### config.mk
export PLATFORM = sky130hd
export DESIGN_NAME = touch_gesture_recognizer_core
export DESIGN_NICKNAME = d
export VERILOG_FILES = /design/src/sv/tgr_pkg.sv /design/src/sv/tgr_ctrl.sv /design/src/sv/tgr_dp.sv /design/src/sv/touch_gesture_recognizer_core.sv
export SDC_FILE = /design/constraint.sdc
export NUM_CORES = 2
export LEC_CHECK = 0
export ABC_AREA = 1
export BUFFER_PORTS_ARGS = -buffer_cell sky130_fd_sc_hd__buf_2
export CORE_UTILIZATION = 25
export CTS_CLUSTER_DIAMETER = 60
export DETAILED_ROUTE_END_ITERATION = 10
export GPL_ROUTABILITY_DRIVEN = 0
export SLEW_MARGIN = 15
export SYNTH_ARGS = -nofsm -noshare
export SYNTH_HDL_FRONTEND = slang
export SYNTH_SLANG_ARGS = --single-unit
### constraint.sdc
create_clock -name clk -period 14.4 [get_ports clk]
set_input_delay 2.88 -clock clk [delete_from_list [all_inputs] [get_ports clk]]
set_output_delay 2.88 -clock clk [all_outputs]
set_load 0.05 [all_outputs]
### src/sv/tgr_pkg.sv
package tgr_pkg;

  localparam int MaxPointsDefault = 5;

  localparam logic [15:0] TapMaxReset     = 16'd250;
  localparam logic [11:0] MoveLimitReset  = 12'd20;
  localparam logic [15:0] DoubleTapReset  = 16'd400;
  localparam logic [15:0] LongPressReset  = 16'd800;
  localparam logic [11:0] SwipeMinReset   = 12'd30;
  localparam logic [15:0] SwipeMaxReset   = 16'd500;

  localparam logic [2:0] RegTapMax    = 3'd0;
  localparam logic [2:0] RegMoveLimit = 3'd1;
  localparam logic [2:0] RegDoubleTap = 3'd2;
  localparam logic [2:0] RegLongPress = 3'd3;
  localparam logic [2:0] RegSwipeMin  = 3'd4;
  localparam logic [2:0] RegSwipeMax  = 3'd5;

  localparam logic [3:0] GestNone   = 4'd0;
  localparam logic [3:0] GestTap    = 4'd1;
  localparam logic [3:0] GestDouble = 4'd2;
  localparam logic [3:0] GestRight  = 4'd3;
  localparam logic [3:0] GestLeft   = 4'd4;
  localparam logic [3:0] GestDown   = 4'd5;
  localparam logic [3:0] GestUp     = 4'd6;
  localparam logic [3:0] GestTwo    = 4'd7;
  localparam logic [3:0] GestMulti  = 4'd8;
  localparam logic [3:0] GestLong   = 4'd9;

  typedef struct packed {
    logic [31:0] now_ms;
    logic [2:0]  active_count;
    logic [11:0] pt_x;
    logic [11:0] pt_y;
    logic [11:0] begin_x;
    logic [11:0] begin_y;
    logic [31:0] touch_begin_ms;
    logic [31:0] touch_finish_ms;
    logic        pt_active;
    logic        pt_was_active;
    logic        last_point;
  } in_item_t;

  typedef struct packed {
    logic [3:0]  gesture;
    logic [11:0] pos_x;
    logic [11:0] pos_y;
    logic [2:0]  fingers;
    logic [31:0] stamp_ms;
    logic [31:0] amount;
  } out_item_t;

  typedef struct packed {
    logic [15:0] tap_max_ms;
    logic [11:0] move_limit;
    logic [15:0] double_tap_ms;
    logic [15:0] long_press_ms;
    logic [11:0] swipe_min_dist;
    logic [15:0] swipe_max_ms;
  } cfg_t;

  // Controller to datapath.
  typedef struct packed {
    logic take_point;
    logic start_close;
    logic start_iter;
    logic step_iter;
    logic finish;
  } cmd_t;

  // Datapath to controller.
  typedef struct packed {
    logic is_last;
    logic iter_done;
  } sts_t;

endpackage

### src/sv/tgr_ctrl.sv
module tgr_ctrl (
  input  logic            clk,
  input  logic            rst,
  input  logic            in_valid,
  output logic            in_stall,
  output logic            out_valid,
  input  logic            out_stall,
  input  tgr_pkg::sts_t   sts,
  output tgr_pkg::cmd_t   cmd
);
  import tgr_pkg::*;

  typedef enum logic [2:0] {S_IDLE, S_CALC, S_ITER, S_FIN, S_OUT} state_t;
  state_t state;

  assign in_stall = (state != S_IDLE);

  always_comb begin
    cmd = '0;
    cmd.take_point  = (state == S_IDLE) && in_valid;
    cmd.start_close = (state == S_CALC);
    cmd.start_iter  = (state == S_CALC);
    cmd.step_iter   = (state == S_ITER);
    // The frame is committed only once the result register can take it.
    cmd.finish      = (state == S_FIN) && (!out_valid || !out_stall);
  end

  always_ff @(posedge clk) begin
    if (rst) begin
      state <= S_IDLE;
      out_valid <= 1'b0;
    end else begin
      case (state)
        S_IDLE: begin
          if (out_valid && !out_stall) out_valid <= 1'b0;
          if (in_valid && sts.is_last) state <= S_CALC;
        end
        S_CALC: begin
          if (out_valid && !out_stall) out_valid <= 1'b0;
          state <= S_ITER;
        end
        S_ITER: begin
          if (out_valid && !out_stall) out_valid <= 1'b0;
          if (sts.iter_done) state <= S_FIN;
        end
        S_FIN: begin
          if (!out_valid || !out_stall) begin
            out_valid <= 1'b1;
            state <= S_IDLE;
          end
        end
        default: state <= S_IDLE;
      endcase
    end
  end
endmodule

### src/sv/tgr_dp.sv
module tgr_dp #(
  parameter int MAX_POINTS = tgr_pkg::MaxPointsDefault
) (
  input  logic                clk,
  input  logic                rst,
  input  tgr_pkg::in_item_t   in_data,
  input  tgr_pkg::cfg_t       cfg,
  input  tgr_pkg::cmd_t       cmd,
  input  logic                out_hold,
  output tgr_pkg::sts_t       sts,
  output tgr_pkg::out_item_t  out_data
);
  import tgr_pkg::*;

  localparam int IdxW = $clog2(MAX_POINTS + 1);

  logic [IdxW-1:0] point_index;
  logic [2:0]  prev_count;
  logic [31:0] tap_time, long_press_start;
  logic [11:0] tap_x, tap_y;
  logic [15:0] sum_x, sum_y;
  logic [11:0] f_x, f_y, f_bx, f_by, s_x, s_y;
  logic [31:0] f_beg, f_fin;
  logic        f_act, f_was;
  logic [31:0] now;
  logic [2:0]  cnt;

  // Close-time registered intermediates.
  logic signed [12:0] dx, dy;
  logic [31:0] d2, ml2, sm2;
  // Shared iterative unit: integer square root (16 steps) and two
  // restoring dividers by prev_count (16 steps) run in lockstep.
  logic [4:0]  it;
  logic [31:0] sq_v, sq_r, sq_bit;
  logic [15:0] qx, qy, rx, ry;

  assign sts.is_last = in_data.last_point;
  assign sts.iter_done = (it == 5'd16);

  always_ff @(posedge clk) begin
    if (rst) begin
      point_index <= '0;
      prev_count <= '0;
      tap_time <= '0;
      tap_x <= '0;
      tap_y <= '0;
      long_press_start <= '0;
      sum_x <= '0;
      sum_y <= '0;
    end else begin
      if (cmd.take_point) begin
        if (point_index < IdxW'(MAX_POINTS)) begin
          if (point_index == '0) begin
            f_x <= in_data.pt_x;
            f_y <= in_data.pt_y;
            f_bx <= in_data.begin_x;
            f_by <= in_data.begin_y;
            f_beg <= in_data.touch_begin_ms;
            f_fin <= in_data.touch_finish_ms;
            f_act <= in_data.pt_active;
            f_was <= in_data.pt_was_active;
          end else if (point_index == IdxW'(1)) begin
            s_x <= in_data.pt_x;
            s_y <= in_data.pt_y;
          end
          if (32'(point_index) < 32'(prev_count)) begin
            sum_x <= sum_x + 16'(in_data.pt_x);
            sum_y <= sum_y + 16'(in_data.pt_y);
          end
          point_index <= point_index + IdxW'(1);
        end
        now <= in_data.now_ms;
        cnt <= in_data.active_count;
      end
      if (cmd.finish) begin
        if (prev_count != 3'd0 && cnt == 3'd0 && prev_count == 3'd1 && f_was &&
            d2 <= ml2 && (f_fin - f_beg) <= 32'(cfg.tap_max_ms)) begin
          if ((now - tap_time) < 32'(cfg.double_tap_ms) &&
              ((f_x > tap_x) ? f_x - tap_x : tap_x - f_x) < cfg.move_limit &&
              ((f_y > tap_y) ? f_y - tap_y : tap_y - f_y) < cfg.move_limit) begin
            tap_time <= '0;
          end else begin
            tap_time <= now;
            tap_x <= f_x;
            tap_y <= f_y;
          end
        end
        if (cnt == 3'd1 && prev_count == 3'd1 && f_act &&
            (now - f_beg) > 32'(cfg.long_press_ms) && d2 <= ml2 &&
            f_beg != long_press_start) begin
          long_press_start <= f_beg;
        end
        prev_count <= cnt;
        point_index <= '0;
        sum_x <= '0;
        sum_y <= '0;
      end
    end
  end

  logic signed [12:0] dx_c, dy_c;
  assign dx_c = $signed({1'b0, f_x}) - $signed({1'b0, f_bx});
  assign dy_c = $signed({1'b0, f_y}) - $signed({1'b0, f_by});

  logic [31:0] sq_try;
  logic [16:0] rx_sh, ry_sh;
  assign sq_try = sq_r + sq_bit;
  assign rx_sh = {rx, qx[15]};
  assign ry_sh = {ry, qy[15]};

  always_ff @(posedge clk) begin
    if (cmd.start_close) begin
      dx <= dx_c;
      dy <= dy_c;
      d2 <= 32'(dx_c * dx_c) + 32'(dy_c * dy_c);
      ml2 <= 32'(cfg.move_limit * cfg.move_limit);
      sm2 <= 32'(cfg.swipe_min_dist * cfg.swipe_min_dist);
    end
    if (rst) begin
      it <= '0;
    end else if (cmd.start_iter) begin
      it <= '0;
      sq_v <= 32'(dx_c * dx_c) + 32'(dy_c * dy_c);
      sq_r <= '0;
      sq_bit <= 32'h4000_0000;
      qx <= sum_x;
      qy <= sum_y;
      rx <= '0;
      ry <= '0;
    end else if (cmd.step_iter && it != 5'd16) begin
      it <= it + 5'd1;
      if (sq_v >= sq_try) begin
        sq_v <= sq_v - sq_try;
        sq_r <= (sq_r >> 1) + sq_bit;
      end else begin
        sq_r <= sq_r >> 1;
      end
      sq_bit <= sq_bit >> 2;
      if (rx_sh >= 17'(prev_count)) begin
        rx <= 16'(rx_sh - 17'(prev_count));
        qx <= {qx[14:0], 1'b1};
      end else begin
        rx <= rx_sh[15:0];
        qx <= {qx[14:0], 1'b0};
      end
      if (ry_sh >= 17'(prev_count)) begin
        ry <= 16'(ry_sh - 17'(prev_count));
        qy <= {qy[14:0], 1'b1};
      end else begin
        ry <= ry_sh[15:0];
        qy <= {qy[14:0], 1'b0};
      end
    end
  end

  out_item_t res;
  logic [31:0] dur_t, dur_l;
  logic [12:0] ax, ay;
  logic [12:0] mx, my;
  always_comb begin
    res = '0;
    res.fingers = cnt;
    res.stamp_ms = now;
    dur_t = f_fin - f_beg;
    dur_l = now - f_beg;
    ax = dx[12] ? 13'(-dx) : 13'(dx);
    ay = dy[12] ? 13'(-dy) : 13'(dy);
    mx = 13'(f_x) + 13'(s_x);
    my = 13'(f_y) + 13'(s_y);
    if (prev_count != 3'd0 && cnt == 3'd0) begin
      if (prev_count == 3'd1) begin
        res.fingers = 3'd1;
        res.pos_x = f_x;
        res.pos_y = f_y;
        if (f_was) begin
          if (d2 <= ml2 && dur_t <= 32'(cfg.tap_max_ms)) begin
            if ((now - tap_time) < 32'(cfg.double_tap_ms) &&
                ((f_x > tap_x) ? f_x - tap_x : tap_x - f_x) < cfg.move_limit &&
                ((f_y > tap_y) ? f_y - tap_y : tap_y - f_y) < cfg.move_limit) begin
              res.gesture = GestDouble;
              res.amount = 32'd2;
            end else begin
              res.gesture = GestTap;
              res.amount = 32'd1;
            end
          end else if (d2 > sm2 && dur_t < 32'(cfg.swipe_max_ms)) begin
            if (ax > ay) res.gesture = (!dx[12] && dx != '0) ? GestRight : GestLeft;
            else res.gesture = (!dy[12] && dy != '0) ? GestDown : GestUp;
            res.amount = sq_r;
          end
        end
      end else if (prev_count == 3'd2) begin
        res.gesture = GestTwo;
        res.fingers = 3'd2;
        res.amount = 32'd2;
        res.pos_x = mx[12:1];
        res.pos_y = my[12:1];
      end else begin
        res.gesture = GestMulti;
        res.fingers = prev_count;
        res.amount = 32'(prev_count);
        res.pos_x = qx[11:0];
        res.pos_y = qy[11:0];
      end
    end
    if (cnt == 3'd1 && prev_count == 3'd1 && f_act && dur_l > 32'(cfg.long_press_ms) &&
        d2 <= ml2 && f_beg != long_press_start) begin
      res.gesture = GestLong;
      res.pos_x = f_x;
      res.pos_y = f_y;
      res.amount = dur_l;
      res.fingers = 3'd1;
    end
  end

  always_ff @(posedge clk) begin
    if (cmd.finish && !out_hold) out_data <= res;
  end
endmodule

### src/sv/touch_gesture_recognizer_core.sv
// A frame's closing request runs through S_CALC, S_ITER and S_FIN before its result is
// registered, and S_FIN waits while an earlier result still waits on out_stall.
// Point requests are taken one per cycle while in_stall is low; a closing request holds input
// until its result is registered, through the 16-step shared square root and centroid divider.
// Reset (rst, synchronous, active high) restores register defaults and clears all
// gesture state; the stored point data is undefined until written.
module touch_gesture_recognizer_core #(
  parameter int MAX_POINTS = tgr_pkg::MaxPointsDefault
) (
  input  logic                clk,
  input  logic                rst,
  input  logic                in_valid,
  output logic                in_stall,
  input  tgr_pkg::in_item_t   in_data,
  output logic                out_valid,
  input  logic                out_stall,
  output tgr_pkg::out_item_t  out_data,
  input  logic                cfg_we,
  input  logic [2:0]          cfg_index,
  input  logic [15:0]         cfg_data
);
  import tgr_pkg::*;

  cfg_t cfg;
  cmd_t cmd;
  sts_t sts;

  always_ff @(posedge clk) begin
    if (rst) begin
      cfg.tap_max_ms <= TapMaxReset;
      cfg.move_limit <= MoveLimitReset;
      cfg.double_tap_ms <= DoubleTapReset;
      cfg.long_press_ms <= LongPressReset;
      cfg.swipe_min_dist <= SwipeMinReset;
      cfg.swipe_max_ms <= SwipeMaxReset;
    end else if (cfg_we) begin
      case (cfg_index)
        RegTapMax:    cfg.tap_max_ms <= cfg_data;
        RegMoveLimit: cfg.move_limit <= cfg_data[11:0];
        RegDoubleTap: cfg.double_tap_ms <= cfg_data;
        RegLongPress: cfg.long_press_ms <= cfg_data;
        RegSwipeMin:  cfg.swipe_min_dist <= cfg_data[11:0];
        RegSwipeMax:  cfg.swipe_max_ms <= cfg_data;
        default: ;
      endcase
    end
  end

  tgr_ctrl u_ctrl (
    .clk(clk), .rst(rst), .in_valid(in_valid), .in_stall(in_stall),
    .out_valid(out_valid), .out_stall(out_stall), .sts(sts), .cmd(cmd)
  );

  tgr_dp #(.MAX_POINTS(MAX_POINTS)) u_dp (
    .clk(clk), .rst(rst), .in_data(in_data), .cfg(cfg), .cmd(cmd),
    .out_hold(out_valid && out_stall), .sts(sts), .out_data(out_data)
  );

  a_hold: assert property (@(posedge clk) disable iff (rst)
    out_valid && out_stall |=> out_valid && $stable(out_data))
    else $error("result changed while stalled");
  a_busy: assert property (@(posedge clk) disable iff (rst)
    cmd.finish |-> in_stall)
    else $error("input accepted during close");
  a_gest: assert property (@(posedge clk) disable iff (rst)
    out_valid |-> out_data.gesture <= GestLong)
    else $error("bad gesture code");
endmodule

==> flow_summary.toml <==
[status]
outcome = "completed"

[floorplan]
start_util_pct = 25.15
dieWidth_um = 524.1
core_um2 = 271000
die_area_um2 = 274700
rows = 191
die_h_um = 524.1
io_pins = 271

[synthesis]
ys_top_cells_by_area = "edfxtp_1, fa_1, ha_1"
netlist_top_cells_count = "nand2_1, inv_1, ha_1"
synth_cells = 8548
yosysWarnings = 0
yosysMostFrequentCell = "nand2_1"
async_flop_share_pct = 0
syn_area_um2 = 68150
synth_cell_types = 57
yosys.area.top_type = "edfxtp_1"
postSynthAreaPerCell_um2 = 7.973
synth-main-ff-cell = "edfxtp_1"
synth_top_cell_area_share_pct = 22.74
synth_edf_count = 516
ys_seq_area_share_pct = 29.26
synth-seq-cells = 738

[setup_path]
cp.required_ps = 14850
cp_slowest_stage_delay_ps = 800
path_class = "reg2reg"
crit_fanout = 19
cpMostUsedCell = "nand2_1"
critPathSlowestCell = "fa_1"
end_kind = "flip-flop"
critPathLaunchType = "flip-flop"
arrival_ps = 10040

[drt]
ant_nets = 0
postRouteWirelength_um = 210800
drtIter0Drc = 4415
dr.pass1.iters = 6
drc_errors = 0
via_per_inst = 4.523
vias = 56380
wl_per_cell_um = 16.91

[timing]
rsz0062_at_grt = "false"
tightest_slew_ps = 1331
final.setup.worst_slack_ps = 4813
timing.final.hold_violations = 0
post-route-period-util_pct = 66.58
tns_ps = 0
slew_viol_final = 0
fin_crit_ps = 9587
max_freq_mhz = 104.3
setup_violations = 0
clock_skew_ps = 67.69
slew_headroom_pct = 10.44

[cts]
cts_setup_buffers = 0
cts.sinks = 738
cts_buffers = 97
cts_max_level = 3
clock_latency_ps = 760
cts_buffer_depth = 3
cts_hold_buf = 0
cts_tree = "built"
cts_root_buf = "clkbuf_16"
path_clk_slew_ps = 60
cts_resized = 0

[grt]
antenna_found_initial = 34
grt_pass1_vias = 54800
grt.total_usage_pct = 15.21
grt_overflow = 0
grt_max_degree = 91
grt_pass1_wl_um = 321700

[placement]
placed_cell_area_um2 = 73720
io_buffers = 270
place_inst = 12270
hpwl_um = 171300
dp_slack_ps = 4823

[min_path]
hold_path_class = "reg2reg"

[finish]
final_cell_count_no_fill = 12470
final_cell_area_um2 = 77180
finalNetCount = 10150
final_layout_size_suffix_gt1_share_pct = 6.482
syn2layout_area_growth_pct = 13.24
nFillCells = 29200

[job]
cap_violations = 0
[state kept, by name, summed over array words and instances (netlist names), 32 cells and up]
| signal | count |
|---|---|
| cfg | 88 |
| u_dp.d2 | 32 |
| u_dp.f_beg | 32 |
| u_dp.f_fin | 32 |
| u_dp.long_press_start | 32 |
| u_dp.now | 32 |
| u_dp.out_data | 95 |
| u_dp.sq_r | 32 |
| u_dp.sq_v | 32 |
| u_dp.tap_time | 32 |
[metal layers]
layer | global-route usage, % | wire, um | up-vias
met5 | 0 | 72 | -
met4 | 6.581 | 9584 | 12
met3 | 1.997 | 12870 | 317
met2 | 25.31 | 96620 | 1599
met1 | 19.68 | 91700 | 26500
li1 | - | - | 27950
[area by class of cell]
class                           instances  area [um^2]  share of cell area (%)
Antenna cell                           10        25.02                 0.03242
Tap cell                             3570         4467                   5.788
Multi-Input combinational cell       5884        41000                   53.13
Clock buffer                          123         2656                   3.442
Timing Repair Buffer                  311         1659                   2.150
Inverter                             1771         6650                   8.617
Sequential cell                       738        19940                   25.84
Clock inverter                         59        777.0                   1.007
[final timing paths]
path,startpoint,endpoint,slack (ps),cells after the start
max,u_dp.f_y[0]$_DFFE_PP_,u_dp.sq_v[26]$_DFFE_PP_,4810,41
min,cfg[82]$_SDFFE_PP0P_,cfg[82]$_SDFFE_PP0P_,460,2
max reg2reg,u_dp.f_y[0]$_DFFE_PP_,u_dp.sq_v[26]$_DFFE_PP_,4810,41
min reg2reg,cfg[82]$_SDFFE_PP0P_,cfg[82]$_SDFFE_PP0P_,460,2
[layout by cell type, fill, tap and decap left out, drive strengths merged, types with 25 or more instances in the layout]
master	instances
clkinv	33
nand4	114
nand3	249
dfxtp	222
nand2	1852
o21bai	29
nor2	624
a21oi	607
clkbuf	123
nor3	108
nand3b	25
a21o	27
ha	721
xor2	213
edfxtp	516
o21ai	468
o211ai	34
o22ai	25
fa	456
inv	1777
or2	34
buf	311
xnor2	114
[critical path: cells and delay by family, from the launching register on]
kind | cells | cell delay (ps)
flip-flops | 1 | 440
XOR/XNOR | 1 | 140
adder cells (fa/ha/maj) | 10 | 4430
AND/OR/NAND/NOR | 10 | 1160
AO/OA/AOI/OAI | 13 | 2220
buffers and inverters | 7 | 950
[metrics by stage]
step	hold WS, ps	utilization [%]
floorplan	435.3	-
global placement	450.2	27.20
detailed placement	453.6	27.20
CTS	464.2	28.47
global route	484.8	28.47
finish	462.5	28.48
[cell families after synthesis]
| family | share of synthesized area [%] |
|---|---|
| AND/OR/NAND/NOR | 18.58 |
| buffers and inverters | 10.72 |
| XOR/XNOR | 4.203 |
| flip-flops | 29.26 |
| AO/OA/AOI/OAI | 10.57 |
| adder cells (fa/ha/maj) | 26.63 |
| multiplexers | 0.03305 |
| other | 0.005503 |
Power is left out: the tool's default activity adds up to more than one toggle a clock period on the data nets, which glitch-free logic cannot reach.
